===== src/hw/rtl/fpalu_pkg.sv =====
`timescale 1ns / 1ps
// ----------------------------------------------------------------------------
// fpalu_pkg
// Shared constants and types for the signed fixed-point ALU.
// ----------------------------------------------------------------------------
package fpalu_pkg;

	// Default format: Q24.8 in a 32-bit word.
	localparam int FRAC_BITS_DEF = 8;
	localparam int WORD_BITS_DEF = 32;

	// Fixed port widths.
	localparam int DATA_BITS = 32;
	localparam int MODE_BITS = 4;

	// Operation codes.
	localparam logic [MODE_BITS-1:0] MODE_ADD  = 4'd0;
	localparam logic [MODE_BITS-1:0] MODE_SUB  = 4'd1;
	localparam logic [MODE_BITS-1:0] MODE_MUL  = 4'd2;
	localparam logic [MODE_BITS-1:0] MODE_DIV  = 4'd3;
	localparam logic [MODE_BITS-1:0] MODE_MIN  = 4'd4;
	localparam logic [MODE_BITS-1:0] MODE_MAX  = 4'd5;
	localparam logic [MODE_BITS-1:0] MODE_INC  = 4'd6;
	localparam logic [MODE_BITS-1:0] MODE_DEC  = 4'd7;
	localparam logic [MODE_BITS-1:0] MODE_FINT = 4'd8;
	localparam logic [MODE_BITS-1:0] MODE_TINT = 4'd9;

	// Per-word control and status that rides along the cell chain.
	typedef struct packed {
		logic a_greater;
		logic a_less;
		logic a_equal;
		logic div_zero;
		logic is_div;
		logic q_neg;
	} cell_ctl_t;

endpackage


===== src/hw/rtl/fpalu_cell.sv =====
`timescale 1ns / 1ps
// ----------------------------------------------------------------------------
// fpalu_cell
// One restoring-division cell: settles one quotient bit and hands the word on.
// ----------------------------------------------------------------------------
module fpalu_cell #(
	parameter int WORD_BITS = fpalu_pkg::WORD_BITS_DEF,
	parameter int QUOT_BITS = fpalu_pkg::WORD_BITS_DEF + fpalu_pkg::FRAC_BITS_DEF
) (
	input  logic                  clk,
	input  logic                  arst_n,
	input  logic                  advance,
	input  logic                  prev_valid,
	input  fpalu_pkg::cell_ctl_t  prev_ctl,
	input  logic [WORD_BITS-1:0]  prev_res,
	input  logic [WORD_BITS-1:0]  prev_dvs,
	input  logic [WORD_BITS-1:0]  prev_rem,
	input  logic [QUOT_BITS-1:0]  prev_sh,
	output logic                  valid,
	output fpalu_pkg::cell_ctl_t  ctl,
	output logic [WORD_BITS-1:0]  res,
	output logic [WORD_BITS-1:0]  dvs,
	output logic [WORD_BITS-1:0]  rem,
	output logic [QUOT_BITS-1:0]  sh
);
	import fpalu_pkg::*;

	logic [WORD_BITS:0]   trial;
	logic [WORD_BITS:0]   diff;
	logic                 fits;
	logic [WORD_BITS-1:0] rem_next;
	logic [QUOT_BITS-1:0] sh_next;

	logic                 valid_q;
	cell_ctl_t            ctl_q;
	logic [WORD_BITS-1:0] res_q;
	logic [WORD_BITS-1:0] dvs_q;
	logic [WORD_BITS-1:0] rem_q;
	logic [QUOT_BITS-1:0] sh_q;

	// Bring down the next dividend bit and try to subtract the divisor.
	always_comb begin
		trial    = {prev_rem, prev_sh[QUOT_BITS-1]};
		diff     = trial - {1'b0, prev_dvs};
		fits     = ~diff[WORD_BITS];
		rem_next = fits ? diff[WORD_BITS-1:0] : trial[WORD_BITS-1:0];
		sh_next  = {prev_sh[QUOT_BITS-2:0], fits};
	end

	// Valid bit of this cell.
	always_ff @(posedge clk or negedge arst_n) begin
		if (!arst_n) begin
			valid_q <= 1'b0;
		end else if (advance) begin
			valid_q <= prev_valid;
		end
	end

	// Word payload of this cell.
	always_ff @(posedge clk) begin
		if (advance) begin
			ctl_q <= prev_ctl;
			res_q <= prev_res;
			dvs_q <= prev_dvs;
			rem_q <= rem_next;
			sh_q  <= sh_next;
		end
	end

	assign valid = valid_q;
	assign ctl   = ctl_q;
	assign res   = res_q;
	assign dvs   = dvs_q;
	assign rem   = rem_q;
	assign sh    = sh_q;

endmodule


===== config.mk =====
export PLATFORM = sky130hd
export DESIGN_NAME = fpalu_cell
export DESIGN_NICKNAME = d
export VERILOG_FILES = /design/src/hw/rtl/fpalu_pkg.sv /design/src/hw/rtl/fpalu_cell.sv
export SDC_FILE = /design/constraint.sdc
export NUM_CORES = 1
export LEC_CHECK = 0
export ABC_AREA = 1
export BUFFER_PORTS_ARGS = -buffer_cell sky130_fd_sc_hd__buf_2
export CORE_AREA = 4 4 164 166
export CTS_CLUSTER_SIZE = 12
export DETAILED_ROUTE_END_ITERATION = 8
export DIE_AREA = 0 0 168 170
export GPL_TIMING_DRIVEN = 0
export RECOVER_POWER = 50
export SLEW_MARGIN = 25
export SYNTH_ARGS = -nofsm -noshare
export SYNTH_HDL_FRONTEND = slang
export SYNTH_SLANG_ARGS = --single-unit

===== constraint.sdc =====
create_clock -name clk -period 0.8 [get_ports clk]
set_clock_uncertainty 0.05 [all_clocks]
set_input_delay 0.04 -clock clk [delete_from_list [all_inputs] [get_ports clk]]
set_output_delay 0.04 -clock clk [all_outputs]
set_load 0.05 [all_outputs]

== Word-level counts from Yosys, hierarchy flattened ==
Index checks and enable logic that the tools add are counted.
Operators by class
  add/subtract/negate cells: 1
  multiply operators: 0
  div/mod/pow operators: 0
  bitwise gates (word level): 1
  $lt $le $gt $ge: 0
  shifts and indexed selects: 0
  reductions and logical operators: 0
  mux-type cells: 1
  equality and inequality tests: 0
Operators by type and width (count)
  $sub A33 B32 Y33: 1
  $mux W32: 1
  $not A1 Y1: 1
Storage, ports and cells
  memories kept: 0
  input port bits: 146
  bits in latches: 0
  output and inout port bits: 143
  bits in writable memories: 0
  logic and storage cells: 14
  memory bits (read-only): 0
  register bits: 143

== Longest topological paths before layout ==
Gate-level depths: netlist (run 1).
  word-level depth: 2
  mapped depth: 17
  gate-level depth less buffers: 16

== Worst setup path after synthesis (run 1) ==
OpenSTA, ideal clock, no wires.
  path kind: input to register
  start point: input port prev_sh[39]
  end point: register rem_q[13], in the netlist rem[13] (data pin)
  library setup time: 252 ps
  arrival: 1625 ps
  path slack: -1127 ps
  path buffers: 1
  data required time: 498 ps
  stages on the path: 16
  cells stage by stage: inv_1 > ha_1 > fa_1 > inv_1 > nand2_1 > nand2_1 > nand3_1 > nand2_2 > nand2_2 > nand2_2 > nand2_4 > nand3_2 > nand2_8 > buf_12 > nand2_1 > nand2_1
On the way
  cells in the longest elaborated chain, start to end: 2
RTL lines
  start: declaration: line fpalu_cell.sv:18  | input logic [QUOT_BITS-1:0] prev_sh,
  $sub A33 B32 Y33: line fpalu_cell.sv:44  | diff = trial - {1'b0, prev_dvs};
  $mux W32: line fpalu_cell.sv:46  | rem_next = fits ? diff[WORD_BITS-1:0] : trial[WORD_BITS-1:0];
  named net rem_next[13]: line fpalu_cell.sv:31  | logic [WORD_BITS-1:0] rem_next;
  end signal: assignment: line fpalu_cell.sv:65  | rem_q <= rem_next;
  end: declaration: line fpalu_cell.sv:38  | logic [WORD_BITS-1:0] rem_q;
The timed path passes the listed nets, and every way through them passes these cells.
A chain may end at the register's enable or synchronous reset.

== Worst setup path in the final report (run 1) ==
  start point: input port prev_dvs[15]
  end point: register rem_q[8], in the netlist rem[8] (data pin)
On the way
  cells in the longest elaborated chain, start to end: 2
RTL lines
  start: declaration: line fpalu_cell.sv:16  | input logic [WORD_BITS-1:0] prev_dvs,
  $sub A33 B32 Y33: line fpalu_cell.sv:44
  $mux W32: line fpalu_cell.sv:46
  named net rem_next[8]: line fpalu_cell.sv:31
The timed path passes the listed nets, and every way through them passes these cells.

==> summary.txt, run 1 <==
Placed design
  • Post-DP Area: 0.00951 mm^2
  • Dpl hpwl: 19300 um
  • Buffers on Ports: 288
  • Worst slack, placed: -1.43 ns
  • Gp weighted congestion: 0.874

Global routing
  • Initial antenna violation count: 2
  • Gr usage total: 0.186
  • First-pass GRT wire length: 41000 um
  • GRT Residual Overflow: 0
  • Vias in the first global route: 7396
  • Largest net degree at the start of global routing: 51

Yosys
  • Synth warn: 0
  • Cell Area, Synth: 0.00756 mm^2
  • Syn nets: 1003
  • Flops & latches, synth: 143
  • Syn Area/Cell: 9.18 um^2
  • Post-synthesis cell type count: 32
  • Mapped Cells: 824
  • Sequential fraction of the synthesis area: 0.567

Final layout
  • N_diodes: 0
  • NumNets Final: 1487
  • Finished Core Util: 0.530
  • Layout cells sized above 1: 0.417
  • Design area: 0.0136 mm^2
  • Syn-to-layout area delta: 79.5%

Timing
  • Setup_tns: -85.63 ns
  • Slew Limit Headroom: 0.489
  • RSZ-0062 raised after global routing: yes
  • Fin crit share: 1.97
  • Clock period minus final worst setup slack: 1.58 ns
  • Worst slew pin tran: 0.766 ns
  • Final Hold Fails: 0
  • Final setup viols: 271
  • Setup ws final: -0.779 ns
  • Fin. max-slew vios: 0
  • Max frequency: 633 MHz

Critical path
  • Startpoint types: input port
  • Crit-path most repeated cell: nand2_4
  • Crit path DAT: 1.70 ns
  • CP Cell Sequence: buf_2, inv_1, ha_4, nand2_4, inv_2, nand2_4, inv_1, a21oi_4, nand2_4, nand2_4, nand2_4, nand2_4, nand2_8, clkbuf_16, nand2_2, nand2_1
  • WS Path Type: in2reg
  • Crit. End Element: flip-flop
  • Required @ worst endpoint: 0.93 ns
  • Crit path max-delay family: simple AND/OR/NAND/NOR gates
  • CP max-delay cell: ha_4
  • Buf/Inv on CP: 5
  • Largest stage delay, worst path: 0.22 ns
  • Crit path max fanout: 7

Clock tree
  • Clock Sinks: 143
  • CTS H-Tree Depth: 4
  • Worst skew pair latency: 0.42 ns
  • CTS root buf: clkbuf_16
  • CTS tree: built
  • CTS buffer count: 17
  • # hold bufs at CTS: 144
  • Clock-pin slew on the worst setup and hold paths: 0.07 ns
  • Clock tree buffer depth: 2

Floorplanning
  • Total core area: 0.0256 mm^2
  • Die H: 170 um
  • Core Rows: 59
  • Die ar.: 0.0286 mm^2
  • IO Pins: 289
  • Horiz. Die Dim: 168 um
  • Starting density of the core: 0.295

Power
  • Leak: 0.00639 uW
  • Seq pwr share: 0.356
  • Gate power share: 0.346
  • Overall power: 26600 uW
  • Pwr/cell area: 1960 mW/mm^2
  • VDD IR max: 1.60 mV
  • Int Pwr: 17200 uW
  • Psw: 9360 uW
  • Sw Ratio: 0.352
  • Clock power frac: 0.298

Outcome
  • Status: complete, but fails checks
  • Failing checks: setup timing

Detailed routing
  • Drt pass-1 iters: 5
  • DR DRC count: 0
  • WL per Instance: 16.6 um
  • Post-Route WL: 27500 um
  • DR vias: 7150
  • Routed vias/inst: 4.32
  • Remaining antenna violation count: 0
  • Initial DRC Count: 472

Job
  • Max-Cap Viols: 0

Hold path
  • Hold crit path type: in2reg
## power groups by stage
stage	logic [uW]	clock network [uW]	registers, uW
after floorplan	2120	0	12000
after global placement	6540	0	9440
after detailed placement	6590	0	9420
after CTS	8720	8180	9440
after global routing	9780	8480	9530
final	9200	7910	9460
## cells in the final DEF, fill, tap and decap left out, drive strengths merged
cell type / synthesis / routed
o21bai: 7 / 7
bufinv: 0 / 1
dfrtp: 1 / 1
buf: 6 / 316
xnor2: 1 / 1
edfxtp: 142 / 142
nand4: 8 / 8
clkbuf: 0 / 27
or2: 2 / 2
nand3b: 2 / 2
nor2: 39 / 39
mux2: 1 / 1
dlygate4sd3: 0 / 144
bufbuf: 0 / 1
ha: 32 / 32
clkinvlp: 0 / 2
a21oi: 26 / 26
nand3: 31 / 31
nor3: 6 / 6
nand2: 343 / 343
and2: 4 / 4
and3: 1 / 1
xor2: 14 / 14
inv: 156 / 164
fa: 1 / 1
clkinv: 1 / 4
## worst register-to-register path: cells and delay by family, from the launching register on
family   cells  cell delay (ns)
buf+inv      1             0.12
flops        1             0.42
mux          1             0.26
## worst paths after layout
| path | from | to | slack, ns | cells past startpoint |
|---|---|---|---|---|
| worst max-delay path | prev_dvs[15] | rem[8] | -0.78 | 16 |
| worst min-delay path | prev_dvs[0] | rem[0] | 0.05 | 5 |
| worst max register to register | valid | valid | -0.16 | 2 |
| worst min register to register | valid | valid | 0.59 | 2 |
| max in group asynchronous | arst_n | valid | 0.18 | 3 |
| min in group asynchronous | arst_n | valid | 0.41 | 3 |
## per-layer routing
| layer | part of all wire | track usage | up-vias | wire (um) |
|---|---|---|---|---|
| met4 | 0.016 | 0.0448 | 4 | 439 |
| met5 | 0.00098 | 0 | - | 27 |
| met3 | 0.064 | 0.0432 | 26 | 1760 |
| li1 | - | - | 3581 | - |
| met2 | 0.51 | 0.339 | 234 | 14000 |
| met1 | 0.41 | 0.222 | 3305 | 11300 |
## area by class of cell
class	count	area (um^2)
clock inverter	14	149
buffer	6	115
multi-input combinational	518	3420
clock buffer	17	425
sequential	143	4290
inverter	157	597
fill	2276	12000
timing repair buffer	465	4160
tap	335	419
## registers in the layout (all words and copies together) (netlist names)
signal,count
dvs,32
rem,32
ctl,6
sh,40
res,32
valid,1
## cells in the mapped netlist
library cell    n  area (um^2)
nand3b_1        2         15.0
mux2_2          1         11.3
o21bai_1        7         52.6
nand3_1        30          150
or2_1           1         6.26
nor2_2          1         6.26
nand2_4         4         45.0
and3_1          1         6.26
ha_1           32          400
buf_8           1         15.0
buf_6           4         45.0
a21oi_2         1         8.76
clkinv_1        1         3.75
buf_12          1         20.0
xor2_1         14          123
nor3_1          6         30.0
nor2_1         38          143
a21oi_1        24          120
and2_1          4         25.0
nand2_2        25          156
dfrtp_1         1         25.0
nand4_1         8         50.1
or2_2           1         6.26
nand3_2         1         10.0
a21oi_4         1         16.3
nand2_8         1         20.0
inv_2           5         18.8
edfxtp_1      142         4260
nand2_1       313         1170
xnor2_1         1         8.76
fa_1            1         20.0
inv_1         151          567
## through the flow
| step | instances | hold WS, ns |
|---|---|---|
| 3_5_place_dp | 1448 | -0.235 |
| 3_3_place_gp | 1447 | -0.235 |
| 6_report | 1655 | 0.0514 |
| 5_1_grt | 1655 | 0.0546 |
| 2_1_floorplan | 824 | -0.306 |
| 4_1_cts | 1643 | -0.0555 |
## logic make-up (layout without fill, tap and decap cells)
family	count (synthesis)	count (layout)	share of synthesized area
and+or+nand+nor	436	436	0.244
buffers and inverters	163	659	0.0885
DFF	143	143	0.567
adders and majority gates	33	33	0.0556
AOI/OAI and AO/OA	33	33	0.0261
xor gates and xnor gates	15	15	0.0174
muxes	1	1	0.00149
## timing repair
action,4_1_cts,5_1_grt
pin swaps,8,29
gates resized for setup,386,98
setup endpoints to repair,269,177
setup buffers,17,10
hold endpoints to repair,191,48
cloned,3,2
(Power assumes the default switching activity.)
==> run 2, diff against run 1 <==
--- a/config.mk
+++ b/config.mk
@@ -13,6 +13,7 @@
 export DIE_AREA = 0 0 168 170
 export GPL_TIMING_DRIVEN = 0
 export RECOVER_POWER = 50
+export SETUP_SLACK_MARGIN = 0.4
 export SLEW_MARGIN = 25
 export SYNTH_ARGS = -nofsm -noshare
 export SYNTH_HDL_FRONTEND = slang
==> run 2 against run 1 <==
Net effect: the flow finishes with violations (hold timing, setup timing); critical endpoint is now rem[12]; sequential share of layout area increased by 3.2 points; routed wire length decreased by 4.6%; non-clock buffer count decreased by 137; via count decreased by 7.9%; hold slack got worse by 0.31 ns; critical path depth decreased by 1; combinational power decreased by 4.7%; design area decreased by 9.3%; sequential power about the same; setup slack improved by 0.0084 ns; first-iteration DRC count decreased by 24%.
==> summary.txt, run 2 (synthesis gave the netlist of run 1 again) <==
Critical path
  • Worst Setup EP: rem[12]
  • Largest stage delay, worst path: 0.22 ns (about the same)
  • Crit-path most repeated cell: nand2_2
  • Reg-to-Reg End: valid
  • WS Path Type: in2reg
  • Crit path max fanout: 4 (-3)
  • Reg2Reg Depth: 2 (unchanged)
  • CP Cell Sequence: buf_2, inv_2, ha_4, nand2_1, nand2_2, a21oi_4, nand2_2, buf_4, buf_4, nand2_1, nand2_2, buf_4, xor2_1, nand2_2, nand2_1
  • Reg2Reg Setup Slack: -0.16 ns (about the same)
  • Startpoint types: input port
  • Setup crit start: prev_dvs[5]
  • Required @ worst endpoint: 0.92 ns (about the same)
  • Crit path DAT: 1.69 ns (about the same)
  • Reg2reg start: valid
  • CP max-delay cell: ha_4
  • Crit. End Element: flip-flop

Floorplanning
  • Horiz. Die Dim: 168 um (unchanged)
  • Die ar.: 0.0286 mm^2 (unchanged)
  • IO Pins: 289 (unchanged)
  • Core Rows: 59 (unchanged)
  • Total core area: 0.0256 mm^2 (unchanged)
  • Die H: 170 um (unchanged)
  • Starting density of the core: 0.295 (unchanged)

Timing
  • Final setup viols: 271 (unchanged)
  • Setup ws final: -0.770 ns (+0.00836 ns)
  • Fin crit share: 1.96 (-0.0104)
  • RSZ-0062 raised after global routing: yes
  • Hold WS: -0.257 ns (-0.308 ns)
  • Max frequency: 637 MHz (+0.53%)
  • Setup_tns: -68.88 ns (+16.75 ns)
  • Fin. max-slew vios: 0 (unchanged)
  • Worst slew pin tran: 0.859 ns (+0.0922 ns)
  • Final Hold Fails: 143 (+143)
  • Slew Limit Headroom: 0.428 (-0.0615)
  • Clock period minus final worst setup slack: 1.57 ns (-0.00836 ns)

Job
  • Max-Cap Viols: 0 (unchanged)

Final layout
  • NumNets Final: 1350 (-9.2%)
  • Syn-to-layout area delta: 62.8%
  • N_diodes: 0 (unchanged)
  • Most frequent cells in the layout: nand2_1, buf_6, edfxtp_1, inv_1, buf_2
  • Finished Core Util: 0.481 (-0.0491)
  • Layout Cells excl Fill: 1518 (-8.3%)
  • Layout cells sized above 1: 0.475 (+0.0576)
  • Max FFs per register: 40 (unchanged)
  • Commonest non-fill, non-tap cell in the layout: nand2_1

Detailed routing
  • Drt pass-1 iters: 4 (-1)
  • DR DRC count: 0 (unchanged)
  • Initial DRC Count: 360 (-24%)
  • Routed vias/inst: 4.34 (+0.39%)
  • WL per Instance: 17.3 um (+4.0%)
  • Remaining antenna violation count: 0 (unchanged)
  • Post-Route WL: 26200 um (-4.6%)
  • DR vias: 6584 (-7.9%)

Global routing
  • Initial antenna violation count: 2 (unchanged)
  • GRT Residual Overflow: 0 (unchanged)
  • Largest net degree at the start of global routing: 26 (-49%)
  • Vias in the first global route: 6689 (-9.6%)
  • First-pass GRT wire length: 38400 um (-6.4%)
  • Gr usage total: 0.176 (-0.00941)

Clock tree
  • Clock tree buffer depth: 2 (unchanged)
  • CTS buffer count: 17 (unchanged)
  • CTS root buf: clkbuf_16
  • Clock-pin slew on the worst setup and hold paths: 0.07 ns (about the same)
  • CTS tree: built
  • CTS H-Tree Depth: 4 (unchanged)
  • Worst skew pair latency: 0.41 ns (about the same)
  • Clock Sinks: 143 (unchanged)
  • # hold bufs at CTS: 1 (-99%)

Placed design
  • Gp weighted congestion: 0.874 (unchanged)
  • Buffers on Ports: 288 (unchanged)
  • Dpl hpwl: 19300 um (unchanged)
  • Placed cells: 1448 (unchanged)

Outcome
  • Failing checks: hold timing, setup timing
  • Status: complete, but fails checks

Hold path
  • Hold crit path type: in2reg

Power
  • VDD IR max: 1.62 mV (+1.3%)
  • Pwr/cell area: 2120 mW/mm^2 (+8.4%)
  • Leak: 0.00587 uW (-8.2%)
run 2: cell count changes in the layout (fill, tap and decap cells not counted), sizes merged:
cell	change
buf	+5
clkbuf	+1
dlygate4sd3	-143
run 2: critical path: cells and delay by family:
| kind | cells | cell delay (ns) |
|---|---|---|
| xor gates and xnor gates | 1 | 0.14 |
| adders and majority gates | 1 | 0.22 |
| AOI/OAI and AO/OA | 1 | 0.17 |
| and+or+nand+nor | 7 | 0.51 |
| buffers and inverters | 5 | 0.60 |
run 2: metrics by stage:
stage | total power (uW) | instance area (um^2) | setup WS [ns] | hold slack, ns
6_report | 26100 | 12300 | -0.770 | -0.257
5_1_grt | 27400 | 12300 | -0.835 | -0.280
4_1_cts | 25900 | 11900 | -0.791 | -0.276
3_5_place_dp | 16000 | 9510 | -1.43 | -0.235
3_3_place_gp | 16000 | 9470 | -2.31 | -0.235
2_1_floorplan | 14100 | 7610 | -0.975 | -0.306
run 2: worst min path at each step:
stage / slack (ns) / startpoint / cells past startpoint / end
after floorplan: -0.31 / arst_n / 0 / valid
after global placement: -0.24 / arst_n / 1 / valid
after detailed placement: -0.23 / arst_n / 1 / valid
after CTS: -0.28 / prev_res[30] / 1 / res[30]
after global routing: -0.28 / prev_res[23] / 1 / res[23]
final: -0.26 / prev_sh[11] / 1 / sh[12]
run 2: area by class of cell:
class / instances / area [um^2]
Timing Repair Buffer: 328 / 2850
Multi-Input combinational cell: 518 / 3470
Clock inverter: 14 / 149
Sequential cell: 143 / 4290
Tap cell: 335 / 419
Clock buffer: 17 / 425
Buffer: 6 / 115
Inverter: 157 / 597
Fill cell: 2428 / 13300
run 2: per-layer routing:
layer,part of all wire,vias up,track usage
li1,-,3303,-
met1,0.41,3056,0.210
met2,0.51,202,0.323
met3,0.065,19,0.0423
met4,0.013,4,0.0385
met5,0.0010,-,0
run 2: report_power, final:
part	internal, uW	leakage (uW)	switching [uW]
logic	3330	0.00419	5430
clock network	4390	0.000277	3530
registers	9110	0.00140	328
total	16800	0.00587	9290
run 2: timing repair:
action                     4_1_cts  5_1_grt
setup endpoints to repair      271      177
pin swaps                        8       20
resized for setup              391      110
hold endpoints to repair       166      166
cloned                           8        2
buffers inserted                17       11
==> run 3, diff against run 2 <==
--- a/config.mk
+++ b/config.mk
@@ -11,9 +11,9 @@
 export CTS_CLUSTER_SIZE = 12
 export DETAILED_ROUTE_END_ITERATION = 8
 export DIE_AREA = 0 0 168 170
+export GPL_ROUTABILITY_DRIVEN = 0
 export GPL_TIMING_DRIVEN = 0
 export RECOVER_POWER = 50
-export SETUP_SLACK_MARGIN = 0.4
 export SLEW_MARGIN = 25
 export SYNTH_ARGS = -nofsm -noshare
 export SYNTH_HDL_FRONTEND = slang
==> run 3 against run 2 <==
Net effect: the flow finishes with violations (setup timing); cell count grew 7.8%; first-iteration DRC count grew 41%; utilization grew 3.4 points; combinational power grew 0.6%; sequential share of layout area shrank 2.3 points; total power grew 0.70%; clock power grew 1%; register-to-register slack gained 0.13 ns; largest cell class unchanged; largest power group unchanged; highest routed layer unchanged.
==> summary.txt, run 3 (synthesis gave the netlist of run 1 again) <==
Timing
  • Fin crit share: 2.01 (+0.0461)
  • Fin. max-slew vios: 0 (unchanged)
  • Final Hold Fails: 0 (-100%)
  • Clock period minus final worst setup slack: 1.61 ns (+0.0369 ns)
  • Hold WS: 0.0360 ns (+0.293 ns)
  • Worst slew pin tran: 0.784 ns (-0.0745 ns)
  • Slew Limit Headroom: 0.477 (+0.0496)
  • RSZ-0062 raised after global routing: yes
  • Max frequency: 622 MHz (-2.3%)
  • Setup ws final: -0.807 ns (-0.0369 ns)
  • Final setup viols: 273 (+0.74%)

Final layout
  • Multi-input combinational cell area: 0.00322 mm^2 (-7.2%)
  • Sequential standard cell area: 0.00429 mm^2 (unchanged)
  • N_diodes: 0 (unchanged)
  • Commonest non-fill, non-tap cell in the layout: nand2_1
  • Design area: 0.0132 mm^2 (+7.0%)
  • Max FFs per register: 40 (unchanged)
  • NumNets Final: 1468 (+8.7%)
  • Layout cells sized above 1: 0.369 (-0.106)
  • Fillers: 2326 (-4.2%)
  • Syn-to-layout area delta: 74.2%
  • Most frequent cells in the layout: nand2_1, buf_6, dlygate4sd3_1, edfxtp_1, inv_1

Global routing
  • First-pass GRT wire length: 40300 um (+5.0%)
  • Gr usage total: 0.182 (+0.00531)
  • Initial antenna violation count: 2 (unchanged)
  • GRT Residual Overflow: 0 (unchanged)
  • Largest net degree at the start of global routing: 50 (+92%)
  • Vias in the first global route: 7411 (+11%)

Detailed routing
  • Remaining antenna violation count: 0 (unchanged)
  • Drt pass-1 iters: 4 (unchanged)
  • DR DRC count: 0 (unchanged)
  • Initial DRC Count: 507 (+41%)
  • Post-Route WL: 26900 um (+2.5%)
  • WL per Instance: 16.4 um (-5.0%)
  • Routed vias/inst: 4.42 (+1.9%)
  • DR vias: 7238 (+9.9%)

Hold path
  • HP Start: prev_dvs[0]
  • Hold crit path type: in2reg
  • Hold Path Depth: 5 (+4)
  • Hold path endpoint: rem[0]

Outcome
  • Failing checks: setup timing
  • Status: complete, but fails checks

Critical path
  • Largest stage delay, worst path: 0.36 ns (+0.14 ns)
  • Reg2Reg Setup Slack: -0.03 ns (+0.13 ns)
  • CP max-delay cell: fa_2
  • CP Cell Sequence: buf_8, inv_8, ha_4, fa_2, inv_2, nand2_2, nand2_2, nand3_2, nand2_2, nand2_2, nand2_4, nand2_8, nand3_4, nand2_8, buf_12, nand2_2, nand2_2
  • Startpoint types: input port
  • Crit path max-delay family: simple AND/OR/NAND/NOR gates
  • Reg-to-Reg End: valid
  • Crit-path most repeated cell: nand2_2
  • Required @ worst endpoint: 0.93 ns (about the same)
  • Buf/Inv on CP: 4 (-1)
  • Reg2reg start: valid
  • Crit. End Element: flip-flop
  • WS Path Type: in2reg
  • Setup crit start: prev_sh[39]
  • Reg2Reg Depth: 1 (-1)
  • Crit path max fanout: 10 (+6)
  • Crit path DAT: 1.73 ns (+0.04 ns)

Power
  • Clock power frac: 0.305 (+0.002)
  • Gate power share: 0.335 (about the same)
  • Seq pwr share: 0.360 (about the same)
  • Pwr/cell area: 2000 mW/mm^2 (-5.9%)
  • Int Pwr: 17000 uW (+0.70%)
  • Sw Ratio: 0.356 (about the same)
  • Leak: 0.00624 uW (+6.3%)
  • VDD IR max: 1.25 mV (-23%)
  • Psw: 9360 uW (+0.71%)

Clock tree
  • Clock tree buffer depth: 2 (unchanged)
  • CTS root buf: clkbuf_16
  • Clock-pin slew on the worst setup and hold paths: 0.07 ns (about the same)
  • CTS buffer count: 17 (unchanged)
  • CTS H-Tree Depth: 4 (unchanged)
  • CTS tree: built
  • Worst skew pair latency: 0.42 ns (about the same)
  • Clock Sinks: 143 (unchanged)

Floorplanning
  • Total core area: 0.0256 mm^2 (unchanged)
  • IO Pins: 289 (unchanged)
  • Horiz. Die Dim: 168 um (unchanged)
  • Core Rows: 59 (unchanged)
  • Die ar.: 0.0286 mm^2 (unchanged)
  • Starting density of the core: 0.295 (unchanged)
  • Die H: 170 um (unchanged)

Placed design
  • Post-DP Area: 0.00951 mm^2 (unchanged)
  • Worst slack, placed: -1.45 ns (-0.0257 ns)
  • Dpl hpwl: 18600 um (-3.4%)
  • Buffers on Ports: 288 (unchanged)

Job
  • Max-Cap Viols: 0 (unchanged)
==> run 3: routing by layer <==
metal | part of all wire | track usage
met4 | 0.018 | 0.0501
met2 | 0.51 | 0.328
met1 | 0.41 | 0.218
met3 | 0.060 | 0.0416
met5 | 0.0012 | 0
==> run 3: worst max-delay path by stage <==
stage,endpoint,depth (start not counted)
3_3_place_gp,valid,2
3_5_place_dp,rem[27],15
6_report,rem[24],17
2_1_floorplan,rem[13],16
4_1_cts,rem[27],15
5_1_grt,rem[22],14
==> run 3: final cells by class <==
class,count,area share
inverter,157,0.0453
timing repair buffer,446,0.302
sequential,143,0.326
multi-input combinational,518,0.244
buffer,6,0.00769
clock inverter,14,0.0111
tap,335,0.0318
clock buffer,18,0.0326
==> run 3: what timing repair did <==
action,in CTS,in global routing
hold buffers,143,1
endpoints found under the hold margin,189,47
pin swaps,13,24
endpoints found under the setup margin,269,177
gates cloned,2,1
setup buffers,9,1
resized for setup,348,78
==> run 3: power by group through the flow <==
stage | Sequential, uW | Combinational (uW) | Clock [uW]
after global placement | 9440 | 6500 | 0
after CTS | 9440 | 8440 | 8350
after detailed placement | 9420 | 6560 | 0
final | 9460 | 8820 | 8030
after floorplan | 12000 | 2120 | 0
after global routing | 9530 | 9360 | 8580
==> run 3: metrics by stage <==
stage	std cells	setup TNS [ns]	utilization	total power, uW
after global placement	1447	-352.51	0.370	15900
after detailed placement	1448	-94.33	0.371	16000
after global routing	1637	-102.91	0.514	27500
after CTS	1634	-67.21	0.503	26200
final	1637	-88.77	0.514	26300
after floorplan	824	-31.86	-	14100
==> run 3: worst min-delay path, stage by stage <==
cell and delay, ns:
buf_6 0.08, ha_4 0.12, inv_1 0.04, nand2_2 0.05, nand2_1 0.04
